$ cat src/sv/rsc_pkg.sv
// Package with the shared types, codes and widths of the row select compactor.
`timescale 1ns / 1ps

package rsc_pkg;

    localparam int ROW_W    = 64;
    localparam int BLOCK_W  = 40;
    localparam int KEPT_W   = 41;
    localparam int ACC_W    = 8;
    localparam int FILL_W   = 3;
    localparam int BYTES_W  = 4;
    localparam int PADDR_W  = 6;
    localparam int PDATA_W  = 64;

    // Element formats
    localparam logic [1:0] FMT_ONE_BIT = 2'd0;
    localparam logic [1:0] FMT_TWO_BIT = 2'd1;
    localparam logic [1:0] FMT_WHOLE   = 2'd2;

    // Selection modes
    localparam logic MODE_BLOCK = 1'b0;
    localparam logic MODE_MASK  = 1'b1;

    // Register indexes, taken from paddr[5:3]
    localparam logic [2:0] REG_ELEM_FORMAT = 3'd0;
    localparam logic [2:0] REG_UNIT_BYTES  = 3'd1;
    localparam logic [2:0] REG_SELECT_MODE = 3'd2;
    localparam logic [2:0] REG_BLOCK_BEGIN = 3'd3;
    localparam logic [2:0] REG_BLOCK_END   = 3'd4;

    typedef struct packed {
        logic [1:0]         elem_format;
        logic [3:0]         unit_bytes;
        logic               select_mode;
        logic [BLOCK_W-1:0] block_begin;
        logic [BLOCK_W-1:0] block_end;
    } cfg_t;

endpackage

$ cat src/sv/rsc_if.sv
// Stream interfaces for source rows and for compacted results.
`timescale 1ns / 1ps

interface rsc_row_if;
    logic                      valid;
    logic                      ready;
    logic [rsc_pkg::ROW_W-1:0] row_value;
    logic                      keep_mask;
    logic                      last_row;

    modport source (output valid, row_value, keep_mask, last_row, input ready);
    modport sink   (input valid, row_value, keep_mask, last_row, output ready);
endinterface

interface rsc_result_if;
    logic                        valid;
    logic                        ready;
    logic [rsc_pkg::ROW_W-1:0]   out_data;
    logic [rsc_pkg::BYTES_W-1:0] out_bytes;
    logic                        out_last;
    logic [rsc_pkg::KEPT_W-1:0]  kept_total;
    logic                        begin_error;

    modport source (output valid, out_data, out_bytes, out_last, kept_total, begin_error,
                    input ready);
    modport sink   (input valid, out_data, out_bytes, out_last, kept_total, begin_error,
                    output ready);
endinterface

$ cat src/sv/rsc_apb_regs.sv
// APB configuration registers of the row select compactor.
`timescale 1ns / 1ps

module rsc_apb_regs (
    input  logic                          clk,
    input  logic                          rst_n,
    input  logic                          psel,
    input  logic                          penable,
    input  logic                          pwrite,
    input  logic [rsc_pkg::PADDR_W-1:0]   paddr,
    input  logic [rsc_pkg::PDATA_W-1:0]   pwdata,
    output logic [rsc_pkg::PDATA_W-1:0]   prdata,
    output logic                          pready,
    output rsc_pkg::cfg_t                 cfg
);

    rsc_pkg::cfg_t cfg_reg;
    logic          wr_en;
    logic [2:0]    reg_index;

    assign pready    = 1'b1;
    assign wr_en     = psel && penable && pwrite;
    assign reg_index = paddr[5:3];
    assign cfg       = cfg_reg;

    always_ff @(posedge clk or negedge rst_n)
    begin
        if (!rst_n)
        begin
            cfg_reg.elem_format <= rsc_pkg::FMT_ONE_BIT;
            cfg_reg.unit_bytes  <= 4'd1;
            cfg_reg.select_mode <= rsc_pkg::MODE_BLOCK;
            cfg_reg.block_begin <= '0;
            cfg_reg.block_end   <= '0;
        end
        else if (wr_en)
        begin
            case (reg_index)
                rsc_pkg::REG_ELEM_FORMAT: cfg_reg.elem_format <= pwdata[1:0];
                rsc_pkg::REG_UNIT_BYTES:  cfg_reg.unit_bytes  <= pwdata[3:0];
                rsc_pkg::REG_SELECT_MODE: cfg_reg.select_mode <= pwdata[0];
                rsc_pkg::REG_BLOCK_BEGIN: cfg_reg.block_begin <= pwdata[rsc_pkg::BLOCK_W-1:0];
                rsc_pkg::REG_BLOCK_END:   cfg_reg.block_end   <= pwdata[rsc_pkg::BLOCK_W-1:0];
                default: ;
            endcase
        end
    end

    always_comb
    begin
        case (reg_index)
            rsc_pkg::REG_ELEM_FORMAT: prdata = rsc_pkg::PDATA_W'(cfg_reg.elem_format);
            rsc_pkg::REG_UNIT_BYTES:  prdata = rsc_pkg::PDATA_W'(cfg_reg.unit_bytes);
            rsc_pkg::REG_SELECT_MODE: prdata = rsc_pkg::PDATA_W'(cfg_reg.select_mode);
            rsc_pkg::REG_BLOCK_BEGIN: prdata = rsc_pkg::PDATA_W'(cfg_reg.block_begin);
            rsc_pkg::REG_BLOCK_END:   prdata = rsc_pkg::PDATA_W'(cfg_reg.block_end);
            default:                  prdata = '0;
        endcase
    end

endmodule

$ cat src/sv/row_select_compactor_unit.sv
// Top level of the row select compactor: row register, keep test, packer and result register.
`timescale 1ns / 1ps

// One source row is taken per clock cycle while no result is held up at the output. A row
// transfer lands in an input register; from there the keep test, the bit packer and the
// record counters work on it in one pass and, when the row gives a result, load the result
// register once it is free or being taken. The sustained rate is one row per cycle for as
// long as the result side takes its transfers; the input register and the result register
// part the two sides, and rows that give no result move on even while a result waits.
// rows.ready depends combinationally on results.ready. Registers sit on a 64-bit APB port,
// register i at byte address 8*i; the user must write them only while no record is in
// flight, and the block itself does not enforce this.
module row_select_compactor_unit #(
    parameter int ROW_INDEX_BITS = 40
) (
    input  logic                        clk,
    input  logic                        rst_n,
    rsc_row_if.sink                     rows,
    rsc_result_if.source                results,
    input  logic                        psel,
    input  logic                        penable,
    input  logic                        pwrite,
    input  logic [rsc_pkg::PADDR_W-1:0] paddr,
    input  logic [rsc_pkg::PDATA_W-1:0] pwdata,
    output logic [rsc_pkg::PDATA_W-1:0] prdata,
    output logic                        pready
);

    localparam int CMP_W = (ROW_INDEX_BITS > rsc_pkg::BLOCK_W) ? ROW_INDEX_BITS : rsc_pkg::BLOCK_W;

    rsc_pkg::cfg_t cfg;

    rsc_apb_regs u_regs (
        .clk     (clk),
        .rst_n   (rst_n),
        .psel    (psel),
        .penable (penable),
        .pwrite  (pwrite),
        .paddr   (paddr),
        .pwdata  (pwdata),
        .prdata  (prdata),
        .pready  (pready),
        .cfg     (cfg)
    );

    // Input register
    logic                      in_valid_reg;
    logic [rsc_pkg::ROW_W-1:0] in_value_reg;
    logic                      in_mask_reg;
    logic                      in_last_reg;

    // Record state
    logic [ROW_INDEX_BITS-1:0]  row_cnt_reg, row_cnt_next;
    logic [rsc_pkg::ACC_W-1:0]  acc_reg, acc_next;
    logic [rsc_pkg::FILL_W-1:0] fill_reg, fill_next;
    logic [rsc_pkg::KEPT_W-1:0] kept_reg, kept_next;

    // Result register
    logic                        out_valid_reg;
    logic [rsc_pkg::ROW_W-1:0]   out_data_reg, out_data_next;
    logic [rsc_pkg::BYTES_W-1:0] out_bytes_reg, out_bytes_next;
    logic                        out_last_reg;
    logic [rsc_pkg::KEPT_W-1:0]  out_kept_reg;
    logic                        out_err_reg, out_err_next;

    logic                        keep;
    logic                        packed_fmt;
    logic                        have;
    logic                        emit;
    logic                        advance;
    logic                        out_free;
    logic [CMP_W-1:0]            idx_ext, begin_ext, end_ext;
    logic [1:0]                  new_bits;
    logic [3:0]                  shamt;
    logic [15:0]                 shifted;
    logic [rsc_pkg::ACC_W-1:0]   acc_or, acc_upd;
    logic [3:0]                  fill_inc, fill_upd;
    logic                        full;
    logic [3:0]                  unit_clamp;
    logic [rsc_pkg::ROW_W-1:0]   whole_data;

    assign idx_ext   = CMP_W'(row_cnt_reg);
    assign begin_ext = CMP_W'(cfg.block_begin);
    assign end_ext   = CMP_W'(cfg.block_end);

    assign keep = (cfg.select_mode == rsc_pkg::MODE_MASK) ? in_mask_reg
                : ((idx_ext >= begin_ext) && (idx_ext <= end_ext));

    assign kept_next = (keep && (kept_reg != {rsc_pkg::KEPT_W{1'b1}})) ? kept_reg + 1'b1 : kept_reg;

    assign packed_fmt = (cfg.elem_format == rsc_pkg::FMT_ONE_BIT)
                     || (cfg.elem_format == rsc_pkg::FMT_TWO_BIT);

    // Packing: two-bit rows shift by twice the fill, bits past bit 7 drop off.
    assign new_bits = (cfg.elem_format == rsc_pkg::FMT_ONE_BIT) ? {1'b0, in_value_reg[0]}
                                                                : in_value_reg[1:0];
    assign shamt    = (cfg.elem_format == rsc_pkg::FMT_ONE_BIT) ? {1'b0, fill_reg}
                                                                : {fill_reg, 1'b0};
    assign shifted  = {14'd0, new_bits} << shamt;
    assign acc_or   = acc_reg | shifted[rsc_pkg::ACC_W-1:0];
    assign fill_inc = {1'b0, fill_reg} + 4'd1;
    assign full     = (cfg.elem_format == rsc_pkg::FMT_ONE_BIT) ? fill_inc[3] : (fill_inc >= 4'd4);

    assign unit_clamp = (cfg.unit_bytes == 4'd0) ? 4'd1
                      : (cfg.unit_bytes > 4'd8) ? 4'd8 : cfg.unit_bytes;

    always_comb
    begin
        for (int b = 0; b < 8; b++)
        begin
            whole_data[8*b +: 8] = (4'(b) < unit_clamp) ? in_value_reg[8*b +: 8] : 8'h00;
        end
    end

    always_comb
    begin
        have           = 1'b0;
        out_data_next  = '0;
        out_bytes_next = '0;
        acc_upd        = acc_reg;
        fill_upd       = {1'b0, fill_reg};
        if (packed_fmt)
        begin
            if (keep)
            begin
                if (full)
                begin
                    have           = 1'b1;
                    out_data_next  = rsc_pkg::ROW_W'(acc_or);
                    out_bytes_next = 4'd1;
                    acc_upd        = '0;
                    fill_upd       = 4'd0;
                end
                else
                begin
                    acc_upd  = acc_or;
                    fill_upd = fill_inc;
                end
            end
            // The closing row flushes a partly filled byte.
            if (in_last_reg && !have && (fill_upd != 4'd0))
            begin
                have           = 1'b1;
                out_data_next  = rsc_pkg::ROW_W'(acc_upd);
                out_bytes_next = 4'd1;
            end
        end
        else if (keep)
        begin
            have           = 1'b1;
            out_data_next  = whole_data;
            out_bytes_next = unit_clamp;
        end
    end

    assign emit         = have || in_last_reg;
    assign out_err_next = in_last_reg && (cfg.select_mode == rsc_pkg::MODE_BLOCK)
                       && (begin_ext > idx_ext);

    assign out_free = !out_valid_reg || results.ready;
    assign advance  = in_valid_reg && (!emit || out_free);
    assign rows.ready = !in_valid_reg || advance;

    assign row_cnt_next = row_cnt_reg + 1'b1;
    assign acc_next     = acc_upd;
    assign fill_next    = fill_upd[rsc_pkg::FILL_W-1:0];

    always_ff @(posedge clk or negedge rst_n)
    begin
        if (!rst_n)
        begin
            in_valid_reg <= 1'b0;
        end
        else if (rows.ready)
        begin
            in_valid_reg <= rows.valid;
        end
    end

    always_ff @(posedge clk)
    begin
        if (rows.valid && rows.ready)
        begin
            in_value_reg <= rows.row_value;
            in_mask_reg  <= rows.keep_mask;
            in_last_reg  <= rows.last_row;
        end
    end

    always_ff @(posedge clk or negedge rst_n)
    begin
        if (!rst_n)
        begin
            row_cnt_reg <= '0;
            acc_reg     <= '0;
            fill_reg    <= '0;
            kept_reg    <= '0;
        end
        else if (advance)
        begin
            if (in_last_reg)
            begin
                row_cnt_reg <= '0;
                acc_reg     <= '0;
                fill_reg    <= '0;
                kept_reg    <= '0;
            end
            else
            begin
                row_cnt_reg <= row_cnt_next;
                acc_reg     <= acc_next;
                fill_reg    <= fill_next;
                kept_reg    <= kept_next;
            end
        end
    end

    always_ff @(posedge clk or negedge rst_n)
    begin
        if (!rst_n)
        begin
            out_valid_reg <= 1'b0;
        end
        else if (advance && emit)
        begin
            out_valid_reg <= 1'b1;
        end
        else if (results.ready)
        begin
            out_valid_reg <= 1'b0;
        end
    end

    always_ff @(posedge clk)
    begin
        if (advance && emit)
        begin
            out_data_reg  <= out_data_next;
            out_bytes_reg <= out_bytes_next;
            out_last_reg  <= in_last_reg;
            out_kept_reg  <= kept_next;
            out_err_reg   <= out_err_next;
        end
    end

    assign results.valid       = out_valid_reg;
    assign results.out_data    = out_data_reg;
    assign results.out_bytes   = out_bytes_reg;
    assign results.out_last    = out_last_reg;
    assign results.kept_total  = out_kept_reg;
    assign results.begin_error = out_err_reg;

    // A closing row leaves the record state cleared.
    a_clear_after_last: assert property (@(posedge clk) disable iff (!rst_n)
        (advance && in_last_reg) |=> (row_cnt_reg == '0 && kept_reg == '0 && fill_reg == '0
                                      && acc_reg == '0))
        else $error("record state not cleared after closing row");

    // Only the closing result may be empty.
    a_empty_only_last: assert property (@(posedge clk) disable iff (!rst_n)
        (results.valid && !results.out_last) |-> (results.out_bytes != 4'd0))
        else $error("empty result before end of record");

    // The begin flag is raised only on the closing result.
    a_err_only_last: assert property (@(posedge clk) disable iff (!rst_n)
        (results.valid && results.begin_error) |-> results.out_last)
        else $error("begin flag on a result that does not close the record");

    // Within a record the kept count never falls.
    a_kept_monotonic: assert property (@(posedge clk) disable iff (!rst_n)
        (advance && !in_last_reg) |=> (kept_reg >= $past(kept_reg)))
        else $error("kept count fell within a record");

endmodule

$ cat src/flat_wrapper.sv
// flat-port wrapper written by rule: the top's interface ports become plain ports
module row_select_compactor_unit_flat 
#(
    parameter int ROW_INDEX_BITS = 40
)
  (clk, rst_n, psel, penable, pwrite, paddr, pwdata, prdata, pready, rows_valid, rows_row_value, rows_keep_mask, rows_last_row, rows_ready, results_valid, results_out_data, results_out_bytes, results_out_last, results_kept_total, results_begin_error, results_ready);
  rsc_row_if rows_i ();
  rsc_result_if results_i ();
  input  logic clk;
  input  logic rst_n;
  input  logic psel;
  input  logic penable;
  input  logic pwrite;
  input  logic [rsc_pkg::PADDR_W-1:0] paddr;
  input  logic [rsc_pkg::PDATA_W-1:0] pwdata;
  output logic [rsc_pkg::PDATA_W-1:0] prdata;
  output logic pready;
  input wire logic [$bits(rows_i.valid)-1:0] rows_valid;
  input wire logic [$bits(rows_i.row_value)-1:0] rows_row_value;
  input wire logic [$bits(rows_i.keep_mask)-1:0] rows_keep_mask;
  input wire logic [$bits(rows_i.last_row)-1:0] rows_last_row;
  output wire logic [$bits(rows_i.ready)-1:0] rows_ready;
  output wire logic [$bits(results_i.valid)-1:0] results_valid;
  output wire logic [$bits(results_i.out_data)-1:0] results_out_data;
  output wire logic [$bits(results_i.out_bytes)-1:0] results_out_bytes;
  output wire logic [$bits(results_i.out_last)-1:0] results_out_last;
  output wire logic [$bits(results_i.kept_total)-1:0] results_kept_total;
  output wire logic [$bits(results_i.begin_error)-1:0] results_begin_error;
  input wire logic [$bits(results_i.ready)-1:0] results_ready;
  assign rows_i.valid = rows_valid;
  assign rows_i.row_value = rows_row_value;
  assign rows_i.keep_mask = rows_keep_mask;
  assign rows_i.last_row = rows_last_row;
  assign rows_ready = rows_i.ready;
  assign results_valid = results_i.valid;
  assign results_out_data = results_i.out_data;
  assign results_out_bytes = results_i.out_bytes;
  assign results_out_last = results_i.out_last;
  assign results_kept_total = results_i.kept_total;
  assign results_begin_error = results_i.begin_error;
  assign results_i.ready = results_ready;
  row_select_compactor_unit #(.ROW_INDEX_BITS(ROW_INDEX_BITS)) u_core (.clk(clk), .rst_n(rst_n), .rows(rows_i), .results(results_i), .psel(psel), .penable(penable), .pwrite(pwrite), .paddr(paddr), .pwdata(pwdata), .prdata(prdata), .pready(pready));
endmodule
$ cat config.mk
export PLATFORM = sky130hd
export DESIGN_NAME = row_select_compactor_unit_flat
export DESIGN_NICKNAME = d
export VERILOG_FILES = /design/src/sv/rsc_pkg.sv /design/src/sv/rsc_if.sv /design/src/sv/rsc_apb_regs.sv /design/src/sv/row_select_compactor_unit.sv /design/src/flat_wrapper.sv
export SDC_FILE = /design/constraint.sdc
export NUM_CORES = 1
export LEC_CHECK = 0
export ABC_AREA = 1
export BUFFER_PORTS_ARGS = -buffer_cell sky130_fd_sc_hd__buf_2
export CAP_MARGIN = 20
export CORE_MARGIN = 2
export CORE_UTILIZATION = 51
export CTS_CLUSTER_DIAMETER = 50
export DETAILED_ROUTE_END_ITERATION = 8
export PLACE_DENSITY = 0.82
export SETUP_SLACK_MARGIN = 0.05
export SYNTH_ARGS = -nofsm -noshare
export SYNTH_HDL_FRONTEND = slang
export SYNTH_SLANG_ARGS = --single-unit
$ cat constraint.sdc
create_clock -name clk -period 5.97 [get_ports clk]
set_input_delay 1.194 -clock clk [delete_from_list [all_inputs] [get_ports clk]]
set_output_delay 1.194 -clock clk [all_outputs]
set_load 0.01 [all_outputs]
Word-level counts from Yosys, hierarchy flattened
Index checks and enable logic that the tools add are counted.
{ "word_totals": {"input_bits": 143, "out_inout_bits": 178, "word_cells": 121, "register_bits": 358} }
{ "op_classes": {"n_lt_le_gt_ge": 13, "bitwise_logic": 2, "reduce_logical": 32, "shift": 1, "n_addsub": 3, "muxes": 45, "eq_ne": 6} }
{ "ops": {"columns": ["cell", "count"], "rows": [
  ["$mux 64", 4],
  ["$pmux 40 s5", 1],
  ["$mux 8", 13],
  ["$mux 41", 2],
  ["$add 41x1->41 const B", 1],
  ["$ne 41x41->1 const B", 1],
  ["$add 40x1->40 const B", 1],
  ["$ge 40x40->1", 1],
  ["$gt 40x40->1", 1],
  ["$le 40x40->1", 1],
  ["$mux 4", 10],
  ["$mux 40", 1],
  ["$lt 3x4->1 const A", 4],
  ["$reduce_and 2->1", 6],
  ["$logic_and 1x1->1", 11],
  ["$mux 1", 11],
  ["$lt 1x4->1 const A", 2],
  ["$lt 2x4->1 const A", 2],
  ["$or 8x8->8", 1],
  ["$shl 2x4->8", 1],
  ["$eq 3x2->1 const B", 2],
  ["$mux 3", 2],
  ["$logic_or 1x1->1", 5],
  ["$add 3x1->4 const B", 1],
  ["13 further kinds", 17]
]} }

Longest topological paths before layout
Gate-level depths: netlist of the first run.
{ "logic_depth": {"ltp_word": 17, "depth_mapped": 29, "depth_no_buf": 26} }

Hierarchy
A second synthesis of the first run with hierarchy kept.
{ "unflattened": {"cells_unflattened": 2206, "area_unflattened_um2": 19587.5} }
{ "modules_own_cells": {"columns": ["mod", "cells_per_inst", "area_per_inst_um2", "instances", "seq_area_each_um2"], "rows": [
  ["row_select_compactor_unit", 1727, 15541.2, 1, 7667.4],
  ["rsc_apb_regs", 479, 4046.4, 1, 2178.3]
]} }

Worst setup path before layout of the first run
Ideal clock, no wire load.
{ "synth_timing": {"kind": "register -> register", "startpoint": "register u_core.row_cnt_reg[35] (netlist: u_core.idx_ext[35])", "endpoint": "register u_core.out_err_reg (netlist: u_core.results.begin_error) (enable)", "path_buffers": 1, "synth_period_minus_slack_ps": 4917, "path_slack_ps": 1053, "required_ps": 5506, "setup_ps": 464, "t_arrival_ps": 4453, "stages_incl_launch_ff": 19, "path_cell_list": "dfrtp_1 > clkbuf_1 > inv_1 > ha_1 > nand2_1 > inv_1 > nand3_2 > nor2_2 > nand2_1 > or2_1 > nand2_2 > nand2_1 > nand2_1 > nand2_1 > nor2_2 > nor2_1 > nand2_4 > nand3_1 > inv_1"} }
{ "synth_between": {"elab_chain_cells": 15, "word_cells_on_any_way": 20, "classes_between": "order compare: 2; mux: 8; reduce/logical: 10"} }
{ "synth_rtl": {"columns": ["item", "line", "rtl"], "rows": [
  ["from (decl)", "row_select_compactor_unit.sv:53", "logic [ROW_INDEX_BITS-1:0] row_cnt_reg, row_cnt_next;"],
  ["from (signal assigned)", "row_select_compactor_unit.sv:210", "row_cnt_reg <= row_cnt_next;"],
  ["$ge 40x40->1 / $le 40x40->1 (equally long branches)", "row_select_compactor_unit.sv:87", ": ((idx_ext >= begin_ext) && (idx_ext <= end_ext));"],
  ["$logic_and 1x1->1 (*)", "row_select_compactor_unit.sv:87", null],
  ["$mux 1 (*)", "row_select_compactor_unit.sv:86", "assign keep = (cfg.select_mode == rsc_pkg::MODE_MASK) ? in_mask_reg"],
  ["$mux 1", "row_select_compactor_unit.sv:124", "if (keep)"],
  ["$mux 1", "row_select_compactor_unit.sv:122", "if (packed_fmt)"],
  ["$logic_not 1->1", "row_select_compactor_unit.sv:141", "if (in_last_reg && !have && (fill_upd != 4'd0))"],
  ["$logic_and 1x1->1 (2 in a row)", "row_select_compactor_unit.sv:141", null],
  ["$mux 1", "row_select_compactor_unit.sv:141", null],
  ["$mux 1 (*)", "row_select_compactor_unit.sv:122", null],
  ["$logic_or 1x1->1 (*)", "row_select_compactor_unit.sv:156", "assign emit = have || in_last_reg;"],
  ["$logic_not 1->1", "row_select_compactor_unit.sv:161", "assign advance = in_valid_reg && (!emit || out_free);"],
  ["$logic_or 1x1->1", "row_select_compactor_unit.sv:161", null],
  ["$logic_and 1x1->1", "row_select_compactor_unit.sv:161", null],
  ["$logic_and 1x1->1 (*)", "row_select_compactor_unit.sv:236", "if (advance && emit)"],
  ["to (signal assigned)", "row_select_compactor_unit.sv:242", "out_err_reg <= out_err_next;"],
  ["to (decl)", "row_select_compactor_unit.sv:64", "logic out_err_reg, out_err_next;"]
]} }
Every way passes the cells marked *; elsewhere a longest branch is shown, timed or not. The select of a mux whose other input is x is not followed.
A chain may end at the register's enable or synchronous reset.

Final worst setup path of the first run
{ "layout_timing": {"startpoint": "register u_core.row_cnt_reg[15] (netlist: u_core.idx_ext[15])", "endpoint": "output rows_ready"} }
{ "layout_between": {"elab_chain_cells": 15, "word_cells_on_any_way": 20, "classes_between": "order compare: 2; mux: 8; reduce/logical: 10"} }
{ "layout_rtl": {"columns": ["item", "line", "rtl"], "rows": [
  ["$ge 40x40->1 / $le 40x40->1 (equally long branches)", "row_select_compactor_unit.sv:87", null],
  ["$logic_and 1x1->1 (*)", "row_select_compactor_unit.sv:87", null],
  ["$mux 1 (*)", "row_select_compactor_unit.sv:86", null],
  ["$mux 1", "row_select_compactor_unit.sv:124", null],
  ["$mux 1", "row_select_compactor_unit.sv:122", null],
  ["$logic_not 1->1", "row_select_compactor_unit.sv:141", null],
  ["$logic_and 1x1->1 (2 in a row)", "row_select_compactor_unit.sv:141", null],
  ["$mux 1", "row_select_compactor_unit.sv:141", null],
  ["$mux 1 (*)", "row_select_compactor_unit.sv:122", null],
  ["$logic_or 1x1->1 (*)", "row_select_compactor_unit.sv:156", null],
  ["$logic_not 1->1 (*)", "row_select_compactor_unit.sv:161", null],
  ["$logic_or 1x1->1 (*)", "row_select_compactor_unit.sv:161", null],
  ["$logic_and 1x1->1 (*)", "row_select_compactor_unit.sv:161", null],
  ["$logic_or 1x1->1 (*)", "row_select_compactor_unit.sv:162", "assign rows.ready = !in_valid_reg || advance;"],
  ["to (decl)", "flat_wrapper.sv:22", "output wire logic [$bits(rows_i.ready)-1:0] rows_ready;"]
]} }
Marked as above.

==> flow_metrics.tcl, run 1 <==
set metrics [dict create \
    synthCells 2166 \
    critPathSlowestCell "dfrtp_1" \
    setup_viol_count_final 0 \
    ys_warn_count 0 \
    fmax_ghz 0.203 \
    port_buffers 268 \
    drtPass1Iterations 5 \
    crit_family "simple AND/OR/NAND/NOR gates" \
    p_int_uw 5510 \
    arrival_ps 3720 \
    cts_setup_buffers 0 \
    end_kind "primary output" \
    place_congestion 0.919 \
    synthArstFlopShare_pct 50.6 \
    crit_fanout 10 \
    preCtsSetupSlack_ps 1530 \
    core-area_um2 36400 \
    cts_buffers 43 \
    final_cells 2928 \
    largest_reg_flops 87 \
    finalCriticalPeriod_ps 4920 \
    first_iter_violations 932 \
    synth_top_cell_area_share_pct 28.3 \
    start_util_pct 51.5 \
    fin_skew_ps 13.1 \
    whs_ps 482 \
    synthDistinctLibCells 44 \
    slew_headroom_pct 30.2 \
    cap_violations 0 \
    drc 0 \
    grt_pass1_wl_um 75200 \
    cts_num_sinks 358 \
    tns_ps 0 \
    outcome "completed" \
    drive_gt1_share_pct 16.7 \
    fill_cells 3057 \
    grt_pass1_vias 15000 \
    cts_buffer_depth 3 \
    final_nets 2649 \
    grt_max_degree 86 \
    netlist_area_um2 18800 \
    gr-total-overflow 0 \
    p_leak_uw 0.0101 \
    rrSetupSlack_ps 1540 \
    cts_hold_buf 0 \
    start_kind "register" \
    criticalPathCategory "register to primary output" \
    post_drt_wl_per_cell_um 16.1 \
    dieWidth_um 196 \
    switching_share_pct 33.7 \
    hold_start "u_core.acc_reg[1]" \
    dp_hpwl_um 33800 \
    cts_max_level 2 \
    placed_area_um2 20400 \
    via_count 15300 \
    min_period_over_period_pct 82.4 \
    rsz0062_at_grt "no" \
    place_inst 2844 \
    fin_ws_ps 1050 \
    synth_area_leaders "edfxtp_1 28%, dfrtp_1 24%, nand2_1 12%" \
    num_io_pins 321 \
    seq_power_share_pct 43.0 \
    grtUsageTotal_pct 24.5 \
    startpoint "u_core.idx_ext[15]" \
    cp.required_ps 4780 \
    final_max_slew_viol_count 0 \
    synth_edf_count 177 \
    vias_per_cell 5.23 \
    path_clk_slew_ps 60 \
    clock-root-buffer "clkbuf_16" \
    synth-main-ff-cell "dfrtp_1" \
    pwr-share-comb_pct 24.5 \
    path_buf_inv 2 \
    hold_violations 0 \
    ctsResizeCount 0 \
    synth.avg_cell_area_um2 8.66 \
    antenna_found_initial 3 \
    critPathMaxStageDelay_ps 470 \
    die_area_um2 38300 \
    ant_nets 0 \
    path_common_cell "nand2_1" \
    reg2reg_from "u_core.idx_ext[15]" \
    hp-class "register to register" \
    crit_chain "inv_1 -> ha_1 -> nand2_1 -> nor2_1 -> nand2_1 -> nor2_1 -> nand2_1 -> or2_1 -> nand2_2 -> nand2_1 -> nand2_1 -> nand2_1 -> nor2_2 -> nor2_1 -> nand2_4 -> nand3_1 -> buf_2" \
    worstSkewPairLatency_ps 580 \
    ys_ff_latch 358 \
    rows 70 \
    cts_tree "done" \
    worstMarginPinSlew_ps 1050 \
    peakVddDrop_v 0.000257 \
    synth_top_area_cell "edfxtp_1" \
    seq_area_frac_synth_pct 52.5 \
    finalInstanceArea_um2 21900 \
    area_delta_synth_final_pct 16.6 \
    totalWireLength_um 47100 \
    p_sw_uw 2800 \
    clock_power_share_pct 32.5 \
    die_h_um 196 \
    power.density_nw_per_um2 380 \
]
==> power groups by stage <==
| stage | Sequential, uW | Combinational [uW] | Clock (uW) |
|---|---|---|---|
| 2_1_floorplan | 3640 | 1330 | 0 |
| 3_3_place_gp | 3590 | 1940 | 0 |
| 3_5_place_dp | 3610 | 2020 | 0 |
| 4_1_cts | 3570 | 2040 | 2740 |
| 5_1_grt | 3640 | 2320 | 2830 |
| 6_report | 3580 | 2040 | 2700 |
==> per-layer routing <==
layer,vias up,track usage [%],part of all wire [%]
met5,-,0,0
met4,0,11.5,4.3
met3,119,3.39,5.0
met2,470,42.9,50
met1,7262,30.1,41
li1,7461,-,-
==> layout by cell type (no fill, tap or decap), types with 3 or more instances in the layout <==
cell	Yosys	final
nand2_1	580	578
inv_1	304	302
buf_2	5	267
nor2_1	183	183
dfrtp_1	180	180
edfxtp_1	177	177
o21ai_0	163	163
ha_1	83	83
o21ai_1	82	82
xor2_1	62	62
clkbuf_16	0	43
nor3_1	37	36
or2_2	34	34
a21oi_1	33	33
nand3_1	33	33
nand4_1	29	29
conb_1	2	25
nor4_1	24	24
xnor2_1	13	13
a31oi_1	9	9
buf_4	25	9
nand2_2	6	8
clkbuf_1	51	7
clkinv_2	0	6
a21o_1	5	5
nor2_2	5	5
clkinv_1	2	5
bufinv_16	0	5
nand2_4	4	4
clkbuf_8	0	4
diode_2	0	3
inv_2	2	3
o22ai_1	3	3
inv_6	0	3
clkinv_4	0	3
buf_12	0	3
==> final cells by class <==
cell class / count / area, um^2 / area share [%]
Clock inverter: 25 / 310 / 1.42
Antenna cell: 3 / 7.51 / 0.0343
Inverter: 308 / 1160 / 5.30
Multi-Input combinational cell: 1431 / 7330 / 33.5
Timing Repair Buffer: 281 / 1480 / 6.78
Sequential cell: 358 / 9850 / 45.0
Clock buffer: 54 / 1160 / 5.29
Tap cell: 468 / 586 / 2.68
==> final timing paths <==
| check | to | depth (start not counted) |
|---|---|---|
| hold / removal | u_core.acc_reg[1] | 2 |
| hold reg to reg | u_core.acc_reg[1] | 2 |
| max in group asynchronous | u_core.kept_reg[37] | 2 |
| setup reg to reg | u_core.in_value_reg[10] | 22 |
| min in group asynchronous | u_core.u_regs.cfg[38] | 1 |
| setup / recovery | rows_ready | 17 |
==> tightest hold or removal path: stages (launching register included) <==
cell and delay [ps]:
dfrtp_1 340, nand2_1 60, nand2_1 50
==> cell families after synthesis <==
group,synth area share (%)
other,0.0400
xor gates and xnor gates,3.50
and+or+nand+nor,21.0
adders and majority gates,5.54
buffers and inverters,8.94
AOI/OAI and AO/OA,8.45
DFF,52.5
==> synthesized netlist by cell type (all sizes together), types with 33 or more instances <==
library cell / n
nand2: 590
inv: 306
o21ai: 246
nor2: 188
dfrtp: 180
edfxtp: 177
ha: 83
xor2: 62
clkbuf: 51
buf: 41
nor3: 37
nand3: 36
or2: 36
a21oi: 33
==> metrics by stage <==
step                utilization, %  power (uW)
global placement              55.9        5530
floorplan                        -        4970
CTS                           60.0        8350
global route                  60.0        8780
detailed placement            55.9        5640
finish                        60.0        8310
(Power assumes the default switching activity.)
==> inputs of run 2 (changes only) <==
==> constraint.sdc (replaced) <==
create_clock -name clk -period 4.7 [get_ports clk]
set_input_delay 0.94 -clock clk [delete_from_list [all_inputs] [get_ports clk]]
set_output_delay 0.94 -clock clk [all_outputs]
set_load 0.01 [all_outputs]
==> flow_metrics.tcl, run 2 (synthesis results as in run 1) <==
set metrics [dict create \
    pwr-share-comb_pct 24.7 \
    min_period_over_period_pct 93.4 \
    die_h_um 196 \
    cts_buffer_depth 3 \
    crit_fanout 10 \
    start_kind "register" \
    end_kind "primary output" \
    grt_pass1_vias 15000 \
    largest_reg_flops 87 \
    finalCriticalPeriod_ps 4390 \
    rows 70 \
    totalWireLength_um 47400 \
    place_congestion 0.911 \
    drtPass1Iterations 5 \
    placed_area_um2 20500 \
    p_int_uw 7190 \
    arrival_ps 3450 \
    rrSetupSlack_ps 830 \
    seq_power_share_pct 42.2 \
    fin_skew_ps 15.1 \
    first_iter_violations 962 \
    hold_violations 0 \
    worstMarginPinSlew_ps 737 \
    final_max_slew_viol_count 0 \
    final_nets 2657 \
    worstSkewPairLatency_ps 570 \
    vias_per_cell 5.26 \
    cts_tree "done" \
    area_delta_synth_final_pct 17.6 \
    p_sw_uw 3560 \
    reg2regPathDepth 21 \
    peakVddDrop_v 0.000326 \
    setup_viol_count_final 0 \
    tns_ps 0 \
    cap_violations 0 \
    drc 0 \
    core-area_um2 36400 \
    drive_gt1_share_pct 17.2 \
    timing.rr.end "u_core.results.kept_total[3]" \
    rsz0062_at_grt "no" \
    post_drt_wl_per_cell_um 16.1 \
    preCtsSetupSlack_ps 766 \
    clock_power_share_pct 33.1 \
    dp_hpwl_um 34500 \
    grt_pass1_wl_um 74900 \
    cts_buffers 43 \
    p_leak_uw 0.0102 \
    port_buffers 268 \
    gr-total-overflow 0 \
    hp-class "input pin to async pin" \
    die_area_um2 38300 \
    cts_num_sinks 358 \
    fin_ws_ps 310 \
    ant_nets 0 \
    criticalPathCategory "register to primary output" \
    reg2reg_from "u_core.idx_ext[21]" \
    grt_max_degree 112 \
    cp.required_ps 3760 \
    switching_share_pct 33.1 \
    fmax_ghz 0.228 \
    cts_hold_buf 0 \
    cts_max_level 2 \
    outcome "completed" \
    via_count 15400 \
    dieWidth_um 196 \
    final_cell_mix "578 x nand2_1, 302 x inv_1, 267 x buf_2" \
    path_clk_slew_ps 60 \
    slew_headroom_pct 50.8 \
    start_util_pct 51.5 \
    power.density_nw_per_um2 488 \
    finalInstanceArea_um2 22100 \
    grtUsageTotal_pct 24.5 \
    num_io_pins 321 \
    layout_commonest_cell "nand2_1" \
    antenna_found_initial 2 \
    clock-root-buffer "clkbuf_16" \
]
-- run 2: cell types whose count changed in the layout (fill, tap and decap cells not counted), sizes merged --
| cell | change |
|---|---|
| buf | +9 |
| diode | +1 |
| clkinv | +1 |
| bufinv | +3 |
| clkinvlp | +2 |
| clkbuf | -6 |
| inv | -1 |
-- run 2: final cells by class --
type / instances / area, um^2
Timing Repair Buffer: 289 / 1590
Antenna cell: 4 / 10.0
Inverter: 308 / 1160
Clock buffer: 49 / 1140
Tap cell: 468 / 586
Fill cell: 3037 / 14400
Clock inverter: 30 / 395
Sequential cell: 358 / 9850
Multi-Input combinational cell: 1431 / 7330
-- run 2: per-stage QoR --
step           power (uW)  util (%)  hold WS [ps]  cells
2_1_floorplan        6310         -           424   2189
3_5_place_dp         7220      56.2           462   2852
4_1_cts             10800      60.4           480   2931
5_1_grt             11300      60.5           307   2935
6_report            10800      60.5           296   2937
3_3_place_gp         7080      56.2           455   2851
-- run 2: repair_timing --
item	in CTS	in global routing
gates resized for setup	0	1
endpoints found under the setup margin	0	1
setup buffers	0	1
-- run 2: routing by layer --
layer	vias up	global-route usage [%]	share of wire, %
met5	-	0	0
met4	0	11.7	4.5
met3	130	4.14	5.0
met2	497	42.6	50
met1	7327	29.7	40
li1	7484	-	-
-- run 2: power by group through the flow --
stage / clock network, uW / logic (uW) / registers, uW
2_1_floorplan: 0 / 1690 / 4610
3_3_place_gp: 0 / 2520 / 4560
3_5_place_dp: 0 / 2640 / 4590
4_1_cts: 3610 / 2660 / 4530
5_1_grt: 3730 / 3000 / 4620
6_report: 3560 / 2660 / 4540
-- run 2: critical path: stages (launching register included) --
cell and delay (ps):
dfrtp_1 420, inv_1 110, ha_1 310, nand2_1 60
nor2_1 150, nand2_1 120, nor2_2 200, nand2_1 90
or2_1 220, nand2_2 120, nand2_1 60, nand2_1 100
nand2_1 90, nor2_1 150, inv_1 90, nand2_2 90
nand2_4 100, nand2_4 100, nand3_1 110, buf_2 200
-- run 2: how the worst max path moves through the flow --
stage	to	start	cells past startpoint	slack, ps
floorplan	u_core.results.begin_error	u_core.idx_ext[35]	22	280
detailed placement	u_core.results.kept_total[5]	u_core.idx_ext[23]	21	770
global placement	u_core.results.kept_total[3]	u_core.idx_ext[23]	21	880
global route	rows_ready	u_core.idx_ext[21]	20	70
CTS	rows_ready	u_core.idx_ext[23]	20	200
finish	rows_ready	u_core.idx_ext[21]	19	310
